File: src/rpq_pkg.sv
// ============================================================================
// rpq_pkg
// Shared types, constants and lookup tables for the RGB565 palette quantizer.
// ============================================================================
`default_nettype none

package rpq_pkg;

  // Field widths.
  localparam int unsigned PIXEL_W   = 16;
  localparam int unsigned CODE_W    = 3;
  localparam int unsigned CHAN_W    = 8;
  localparam int unsigned SQ_W      = 16;  // 255*255 fits in 16 bits
  localparam int unsigned WSQ_W     = 22;  // 59*255*255 fits in 22 bits
  localparam int unsigned DIST_W    = 23;  // 100*255*255 fits in 23 bits
  localparam int unsigned LUM_W     = 15;  // 100*255 fits in 15 bits
  localparam int unsigned CFG_IDX_W = 1;
  localparam int unsigned CFG_DAT_W = 8;
  localparam int unsigned NUM_COLORS = 6;

  // Expansion divisors and full-scale channel value.
  localparam int unsigned Max5    = 31;
  localparam int unsigned Max6    = 63;
  localparam int unsigned FullVal = 255;

  // Luminance and distance weights.
  localparam int unsigned WT_R = 30;
  localparam int unsigned WT_G = 59;
  localparam int unsigned WT_B = 11;
  localparam int unsigned THR_SCALE = 100;
  localparam logic [7:0] THR_RESET = 8'd180;

  typedef logic [CHAN_W-1:0]  chan_t;
  typedef logic [SQ_W-1:0]    sq_t;
  typedef logic [WSQ_W-1:0]   wsq_t;
  typedef logic [DIST_W-1:0]  dist_t;
  typedef logic [LUM_W-1:0]   lum_t;
  typedef logic [CODE_W-1:0]  color_code_t;
  typedef logic [CFG_IDX_W-1:0] cfg_idx_t;

  // Color codes.
  localparam color_code_t CODE_WHITE  = 3'd0;
  localparam color_code_t CODE_BLACK  = 3'd1;
  localparam color_code_t CODE_RED    = 3'd2;
  localparam color_code_t CODE_YELLOW = 3'd3;
  localparam color_code_t CODE_GREEN  = 3'd4;
  localparam color_code_t CODE_BLUE   = 3'd5;

  // Register indexes.
  localparam cfg_idx_t REG_PALETTE_MODE   = 1'd0;
  localparam cfg_idx_t REG_MONO_THRESHOLD = 1'd1;

  // Palette colors: each channel is either 0 or full scale. Bit 2 is red,
  // bit 1 green, bit 0 blue; a set bit means the channel is at full scale.
  typedef logic [2:0] pal_mask_t;
  localparam pal_mask_t PAL_HI [NUM_COLORS] = '{
    3'b111,  // white
    3'b000,  // black
    3'b100,  // red
    3'b110,  // yellow
    3'b010,  // green
    3'b001   // blue
  };

  // Load enables for the two selection stages.
  typedef struct packed {
    logic ld4;
    logic ld5;
  } rpq_stg_ctl_t;

  // Expansion tables, built at elaboration.
  typedef chan_t exp5_lut_t [32];
  typedef chan_t exp6_lut_t [64];

  function automatic exp5_lut_t build_exp5();
    exp5_lut_t t;
    for (int i = 0; i < 32; i++) begin
      t[i] = CHAN_W'((i * FullVal) / Max5);
    end
    return t;
  endfunction

  function automatic exp6_lut_t build_exp6();
    exp6_lut_t t;
    for (int i = 0; i < 64; i++) begin
      t[i] = CHAN_W'((i * FullVal) / Max6);
    end
    return t;
  endfunction

  localparam exp5_lut_t EXP5_LUT = build_exp5();
  localparam exp6_lut_t EXP6_LUT = build_exp6();

endpackage

`default_nettype wire

File: src/rpq_if.sv
// ============================================================================
// rpq_if
// Valid/ready channel interfaces for pixel requests and color code results.
// ============================================================================
`default_nettype none

interface rpq_pixel_if;
  import rpq_pkg::*;

  logic               valid;
  logic               ready;
  logic [PIXEL_W-1:0] pixel_rgb565;

  modport source (output valid, output pixel_rgb565, input ready);
  modport sink   (input valid, input pixel_rgb565, output ready);
endinterface

interface rpq_code_if;
  import rpq_pkg::*;

  logic              valid;
  logic              ready;
  logic [CODE_W-1:0] color_code;

  modport source (output valid, output color_code, input ready);
  modport sink   (input valid, input color_code, output ready);
endinterface

`default_nettype wire

File: src/rpq_min6.sv
// ============================================================================
// rpq_min6
// Two-stage selection of the nearest palette entry, plus mono/palette mux.
// ============================================================================
`default_nettype none

module rpq_min6 (
  input  wire logic                  clk,
  input  wire rpq_pkg::rpq_stg_ctl_t ctl,
  input  wire rpq_pkg::dist_t        pal_dist [rpq_pkg::NUM_COLORS],
  input  wire logic                  mono_black,
  input  wire logic                  palette_mode,
  output      rpq_pkg::color_code_t  color_code
);
  import rpq_pkg::*;

  localparam int unsigned NUM_PAIRS = NUM_COLORS / 2;

  dist_t       pair_d_r    [NUM_PAIRS];
  color_code_t pair_c_r    [NUM_PAIRS];
  dist_t       pair_d_nxt  [NUM_PAIRS];
  color_code_t pair_c_nxt  [NUM_PAIRS];
  logic        mono_black_r;
  color_code_t code_r;
  color_code_t code_nxt;

  // First round: the odd entry replaces its even partner only if strictly nearer.
  always_comb begin
    for (int p = 0; p < NUM_PAIRS; p++) begin
      if (pal_dist[2*p+1] < pal_dist[2*p]) begin
        pair_d_nxt[p] = pal_dist[2*p+1];
        pair_c_nxt[p] = CODE_W'(2*p+1);
      end else begin
        pair_d_nxt[p] = pal_dist[2*p];
        pair_c_nxt[p] = CODE_W'(2*p);
      end
    end
  end

  always_ff @(posedge clk) begin
    if (ctl.ld4) begin
      pair_d_r     <= pair_d_nxt;
      pair_c_r     <= pair_c_nxt;
      mono_black_r <= mono_black;
    end
  end

  // Second round: later pairs win only on a strictly smaller distance.
  always_comb begin
    dist_t best_d;
    best_d   = pair_d_r[0];
    code_nxt = pair_c_r[0];
    for (int p = 1; p < NUM_PAIRS; p++) begin
      if (pair_d_r[p] < best_d) begin
        best_d   = pair_d_r[p];
        code_nxt = pair_c_r[p];
      end
    end
    if (!palette_mode) begin
      code_nxt = mono_black_r ? CODE_BLACK : CODE_WHITE;
    end
  end

  always_ff @(posedge clk) begin
    if (ctl.ld5) begin
      code_r <= code_nxt;
    end
  end

  assign color_code = code_r;

endmodule

`default_nettype wire

File: src/rgb565_palette_quantizer.sv
// ============================================================================
// rgb565_palette_quantizer
// Maps RGB565 pixels to panel color codes by luminance threshold or by the
// nearest of six palette colors under a 30/59/11 weighted squared distance.
// ============================================================================
// Throughput: one pixel per cycle through a five-stage pipeline (expand,
// square, weight and sum, pair select, final select); on a stall, each full
// stage whose successor is held keeps its data, while empty stages still load.
// Reset: synchronous, active low; clears all valid bits, sets palette_mode to
// 0 and mono_threshold to 180.
`default_nettype none

module rgb565_palette_quantizer (
  input  wire logic                 clk,
  input  wire logic                 rst_n,
  rpq_pixel_if.sink                 in_px,
  rpq_code_if.source                out_cc,
  input  wire logic                 cfg_we,
  input  wire rpq_pkg::cfg_idx_t    cfg_index,
  input  wire logic [rpq_pkg::CFG_DAT_W-1:0] cfg_wdata
);
  import rpq_pkg::*;

  // Configuration registers.
  logic  palette_mode_r;
  chan_t mono_threshold_r;

  always_ff @(posedge clk) begin
    if (!rst_n) begin
      palette_mode_r   <= 1'b0;
      mono_threshold_r <= THR_RESET;
    end else if (cfg_we) begin
      unique case (cfg_index)
        REG_PALETTE_MODE:   palette_mode_r   <= cfg_wdata[0];
        REG_MONO_THRESHOLD: mono_threshold_r <= cfg_wdata[CHAN_W-1:0];
        default: ;
      endcase
    end
  end

  // Pipeline control: a stage loads when it is empty or its successor loads.
  logic v1_r, v2_r, v3_r, v4_r, v5_r;
  logic rdy1, rdy2, rdy3, rdy4, rdy5;
  rpq_stg_ctl_t sel_ctl;

  assign rdy5 = !v5_r || out_cc.ready;
  assign rdy4 = !v4_r || rdy5;
  assign rdy3 = !v3_r || rdy4;
  assign rdy2 = !v2_r || rdy3;
  assign rdy1 = !v1_r || rdy2;

  assign in_px.ready  = rdy1;
  assign out_cc.valid = v5_r;
  assign sel_ctl.ld4  = rdy4;
  assign sel_ctl.ld5  = rdy5;

  always_ff @(posedge clk) begin
    if (!rst_n) begin
      v1_r <= 1'b0;
      v2_r <= 1'b0;
      v3_r <= 1'b0;
      v4_r <= 1'b0;
      v5_r <= 1'b0;
    end else begin
      if (rdy1) v1_r <= in_px.valid;
      if (rdy2) v2_r <= v1_r;
      if (rdy3) v3_r <= v2_r;
      if (rdy4) v4_r <= v3_r;
      if (rdy5) v5_r <= v4_r;
    end
  end

  // Stage 1: widen the channel fields to 8 bits through the expansion tables.
  chan_t r1_r, g1_r, b1_r;

  always_ff @(posedge clk) begin
    if (rdy1) begin
      r1_r <= EXP5_LUT[in_px.pixel_rgb565[15:11]];
      g1_r <= EXP6_LUT[in_px.pixel_rgb565[10:5]];
      b1_r <= EXP5_LUT[in_px.pixel_rgb565[4:0]];
    end
  end

  // Stage 2: squared distances to zero and to full scale per channel, and
  // the luminance threshold decision.
  sq_t  sq_lr_r, sq_lg_r, sq_lb_r, sq_hr_r, sq_hg_r, sq_hb_r;
  logic black2_r;
  chan_t ir1, ig1, ib1;
  lum_t lum1, thr1;

  assign ir1 = chan_t'(FullVal) - r1_r;
  assign ig1 = chan_t'(FullVal) - g1_r;
  assign ib1 = chan_t'(FullVal) - b1_r;
  assign lum1 = LUM_W'(r1_r) * LUM_W'(WT_R) + LUM_W'(g1_r) * LUM_W'(WT_G)
              + LUM_W'(b1_r) * LUM_W'(WT_B);
  assign thr1 = LUM_W'(mono_threshold_r) * LUM_W'(THR_SCALE);

  always_ff @(posedge clk) begin
    if (rdy2) begin
      sq_lr_r  <= SQ_W'(r1_r) * SQ_W'(r1_r);
      sq_lg_r  <= SQ_W'(g1_r) * SQ_W'(g1_r);
      sq_lb_r  <= SQ_W'(b1_r) * SQ_W'(b1_r);
      sq_hr_r  <= SQ_W'(ir1) * SQ_W'(ir1);
      sq_hg_r  <= SQ_W'(ig1) * SQ_W'(ig1);
      sq_hb_r  <= SQ_W'(ib1) * SQ_W'(ib1);
      black2_r <= (lum1 < thr1);
    end
  end

  // Stage 3: weight the squares and add up the distance to each palette color.
  wsq_t  w_lr, w_lg, w_lb, w_hr, w_hg, w_hb;
  dist_t dist3_nxt [NUM_COLORS];
  dist_t dist3_r   [NUM_COLORS];
  logic  black3_r;

  assign w_lr = WSQ_W'(sq_lr_r) * WSQ_W'(WT_R);
  assign w_lg = WSQ_W'(sq_lg_r) * WSQ_W'(WT_G);
  assign w_lb = WSQ_W'(sq_lb_r) * WSQ_W'(WT_B);
  assign w_hr = WSQ_W'(sq_hr_r) * WSQ_W'(WT_R);
  assign w_hg = WSQ_W'(sq_hg_r) * WSQ_W'(WT_G);
  assign w_hb = WSQ_W'(sq_hb_r) * WSQ_W'(WT_B);

  always_comb begin
    for (int i = 0; i < NUM_COLORS; i++) begin
      dist3_nxt[i] = DIST_W'(PAL_HI[i][2] ? w_hr : w_lr)
                   + DIST_W'(PAL_HI[i][1] ? w_hg : w_lg)
                   + DIST_W'(PAL_HI[i][0] ? w_hb : w_lb);
    end
  end

  always_ff @(posedge clk) begin
    if (rdy3) begin
      dist3_r  <= dist3_nxt;
      black3_r <= black2_r;
    end
  end

  // Stages 4 and 5: nearest-color selection and output register.
  rpq_min6 u_min6 (
    .clk          (clk),
    .ctl          (sel_ctl),
    .pal_dist     (dist3_r),
    .mono_black   (black3_r),
    .palette_mode (palette_mode_r),
    .color_code   (out_cc.color_code)
  );

endmodule

`default_nettype wire
File: src/flat_wrapper.sv
// flat-port wrapper written by rule: the top's interface ports become plain ports
module rgb565_palette_quantizer_flat import rpq_pkg::*;
  (clk, rst_n, cfg_we, cfg_index, cfg_wdata, in_px_valid, in_px_pixel_rgb565, in_px_ready, out_cc_valid, out_cc_color_code, out_cc_ready);
  rpq_pixel_if in_px_i ();
  rpq_code_if out_cc_i ();
  input  wire logic clk;
  input  wire logic rst_n;
  input  wire logic cfg_we;
  input  wire rpq_pkg::cfg_idx_t cfg_index;
  input  wire logic [rpq_pkg::CFG_DAT_W-1:0] cfg_wdata;
  input wire logic [$bits(in_px_i.valid)-1:0] in_px_valid;
  input wire logic [$bits(in_px_i.pixel_rgb565)-1:0] in_px_pixel_rgb565;
  output wire logic [$bits(in_px_i.ready)-1:0] in_px_ready;
  output wire logic [$bits(out_cc_i.valid)-1:0] out_cc_valid;
  output wire logic [$bits(out_cc_i.color_code)-1:0] out_cc_color_code;
  input wire logic [$bits(out_cc_i.ready)-1:0] out_cc_ready;
  assign in_px_i.valid = in_px_valid;
  assign in_px_i.pixel_rgb565 = in_px_pixel_rgb565;
  assign in_px_ready = in_px_i.ready;
  assign out_cc_valid = out_cc_i.valid;
  assign out_cc_color_code = out_cc_i.color_code;
  assign out_cc_i.ready = out_cc_ready;
  rgb565_palette_quantizer u_core (.clk(clk), .rst_n(rst_n), .in_px(in_px_i), .out_cc(out_cc_i), .cfg_we(cfg_we), .cfg_index(cfg_index), .cfg_wdata(cfg_wdata));
endmodule
File: config.mk
export PLATFORM = sky130hd
export DESIGN_NAME = rgb565_palette_quantizer_flat
export DESIGN_NICKNAME = d
export VERILOG_FILES = /design/src/rpq_pkg.sv /design/src/rpq_if.sv /design/src/rpq_min6.sv /design/src/rgb565_palette_quantizer.sv /design/src/flat_wrapper.sv
export SDC_FILE = /design/constraint.sdc
export NUM_CORES = 2
export LEC_CHECK = 0
export BUFFER_PORTS_ARGS = -buffer_cell sky130_fd_sc_hd__buf_2
export CAP_MARGIN = 40
export CORE_UTILIZATION = 30
export DETAILED_ROUTE_END_ITERATION = 10
export PLACE_DENSITY = 0.46
export SYNTH_ARGS = -nofsm -noshare
export SYNTH_HDL_FRONTEND = slang
export SYNTH_SLANG_ARGS = --single-unit
File: constraint.sdc
create_clock -name clk -period 8.15 [get_ports clk]
set_input_delay 1.63 -clock clk [delete_from_list [all_inputs] [get_ports clk]]
set_output_delay 1.63 -clock clk [all_outputs]
set_load 0.02 [all_outputs]
==> impl_metrics.json <==
{
  "cpPeakStageDelay_ns": 0.51,
  "cts_root_buf": "clkbuf_16",
  "multi_input_area_mm2": 0.0314,
  "grt_pass1_wl_um": 177000,
  "cts_resized": 0,
  "die_area_mm2": 0.152,
  "timing.hold.ws_ns": 0.421,
  "vias": 30491,
  "end_kind": "flip-flop",
  "arrival_ns": 7.55,
  "coreArea_mm2": 0.148,
  "cts_max_level": 2,
  "drc": 0,
  "finalWeightedCongestion": 0.845,
  "synth_area_leader_cell": "ha_1",
  "syn_inst": 4559,
  "grt_pass1_vias": 31835,
  "synth-edff-count": 328,
  "design_area_mm2": 0.0496,
  "skew_ns": 0.0686,
  "wl_per_cell_um": 16.6,
  "first_iter_violations": 1351,
  "slowest_stage": "fa_1",
  "vias_per_cell": 4.55,
  "synthDominantCellAreaShare": 0.222,
  "synth_cell_types": 79,
  "detail-route-antenna-nets": 0,
  "nets": 5902,
  "clockBufferDepth": 3,
  "synth_seq_cells": 342,
  "dieHeight_um": 389,
  "start_util": 0.303,
  "status": "finished, final reports clean",
  "worst_slew_pin_slew_ns": 0.834,
  "seq_area_frac_synth": 0.225,
  "fin_crit_sh": 0.881,
  "die_w_um": 389,
  "period_needed_ns": 7.18,
  "synth_area_per_cell_um2": 9.88,
  "drv_slew": 0,
  "area_growth_pct": 10.2,
  "start_kind": "flip-flop",
  "grt_overflow": 0,
  "syn-cell-area_mm2": 0.0450,
  "fillCellCount": 15284,
  "hold_class": "flip-flop to flip-flop",
  "seq_area_mm2": 0.0101,
  "cts_buffers": 44,
  "worstSetupPathType": "flip-flop to flip-flop",
  "dpl.hpwl_um": 96200,
  "clk-insertion-delay-late_ns": 0.65,
  "routed_wl_um": 111000,
  "cp.required_ns": 8.52,
  "slew_headroom": 0.442,
  "hold_viol": 0,
  "grt_max_degree": 70,
  "rows": 141,
  "io_buffers": 34,
  "synth_area_leaders": "ha_1, edfxtp_1, fa_1",
  "post-cts-setup-buffers": 0,
  "ys_warn_count": 0,
  "cts-hold-fix-buffers": 0,
  "cts_tree": "built",
  "max_freq_mhz": 139,
  "clock-sinks": 342,
  "clk_pin_slew_ns": 0.06,
  "max_cap_violations": 0,
  "antenna_found_initial": 5,
  "tns_ns": 0,
  "postPlaceCellArea_mm2": 0.0481,
  "async_reset_ff_frac": 0,
  "drive_above_1_share": 0.0566,
  "synthFlopType": "edfxtp_1",
  "setup_viol": 0,
  "dr.pass1.iters": 6,
  "utilization": 0.335,
  "rsz0062_at_grt": "false",
  "io_pins": 35,
  "cp_max_fo": 5,
  "grt_usage": 0.150
}
==> Yosys cell counts (47+ instances only) <==
cell type and number:
xor2_1 113, edfxtp_1 328, fa_1 413, mux2_2 78, nor2b_1 56, ha_1 798
a21oi_1 290, a21o_1 128, nor2_1 265, inv_1 923, o21ai_0 145, o21a_1 56
nand2_1 184, nor3_1 47, nand2b_1 57, xnor2_1 251, o21bai_1 51, nand3_1 47
==> final cells by class <==
cell class	instances	area share
diodes	4	0.000202
clock buffers	50	0.0226
clock inverters	32	0.00910
inverters	927	0.0701
multi-input cells	3265	0.632
flip-flops and latches	342	0.204
well taps	2002	0.0505
repair buffers	81	0.0113
==> final timing paths <==
path / startpoint / endpoint / slack, ns / depth (start not counted)
min: u_core.black3_r / u_core.u_min6.mono_black_r / 0.42 / 0
max reg2reg: u_core.sq_hg_r[5] / u_core.dist3_r[137] / 0.97 / 26
min reg2reg: u_core.black3_r / u_core.u_min6.mono_black_r / 0.42 / 0
max: u_core.sq_hg_r[5] / u_core.dist3_r[137] / 0.97 / 26
==> cells by family after synthesis <==
group	count (synthesis)	synth area share
AOI/OAI and AO/OA	841	0.119
xor gates and xnor gates	365	0.0712
adders and majority gates	1211	0.405
buffers and inverters	966	0.0809
DFF	342	0.225
muxes	83	0.0206
other	2	0.000167
and+or+nand+nor	749	0.0775
==> through the flow <==
stage          instances  worst slack [ns]
2_1_floorplan       4573              1.71
3_3_place_gp        6611              1.05
6_report            6703             0.972
3_5_place_dp        6617             0.975
5_1_grt             6700             0.386
4_1_cts             6699             0.914
==> metal layers <==
layer  share of wire  GRT usage  wire (µm)
met1            0.51      0.216      57300
met2            0.45      0.246      49800
met3           0.024     0.0134       2680
met4           0.015     0.0281       1730
met5               0          0          0
==> critical path: cells and delay by family (launching register included) <==
family / cells / cell delay, ns
simple gates: 5 / 0.83
buf+inv: 2 / 0.24
fa+ha+maj: 6 / 2.40
compound gates: 10 / 2.39
xor+xnor: 3 / 0.62
flops: 1 / 0.42
==> sequential cells by signal, summed over array words and instances, names as in the netlist, 3 cells and up <==
signal / count
u_core.sq_hg_r: 15
u_core.g1_r: 8
u_core.sq_hb_r: 15
u_core.sq_lb_r: 15
u_core.u_min6.pair_c_r: 3
u_core.dist3_r: 136
u_core.u_min6.pair_d_r: 69
u_core.sq_lr_r: 15
u_core.u_min6.color_code: 3
u_core.mono_threshold_r: 8
u_core.sq_lg_r: 15
u_core.sq_hr_r: 15
u_core.r1_r: 8
u_core.b1_r: 8
==> cells in the final DEF, fill, tap and decap left out, types with 46 or more instances in the layout <==
master	n
a21o_1	128
a21oi_1	290
edfxtp_1	328
fa_1	413
ha_1	798
inv_1	922
mux2_2	78
nand2_1	182
nand2b_1	57
nand3_1	46
nor2_1	265
nor2b_1	56
nor3_1	47
o21a_1	56
o21ai_0	145
o21bai_1	51
xnor2_1	251
xor2_1	113
Power is not shown: default switching activity piles up to over one toggle a cycle in this logic, so the estimate is an artifact.
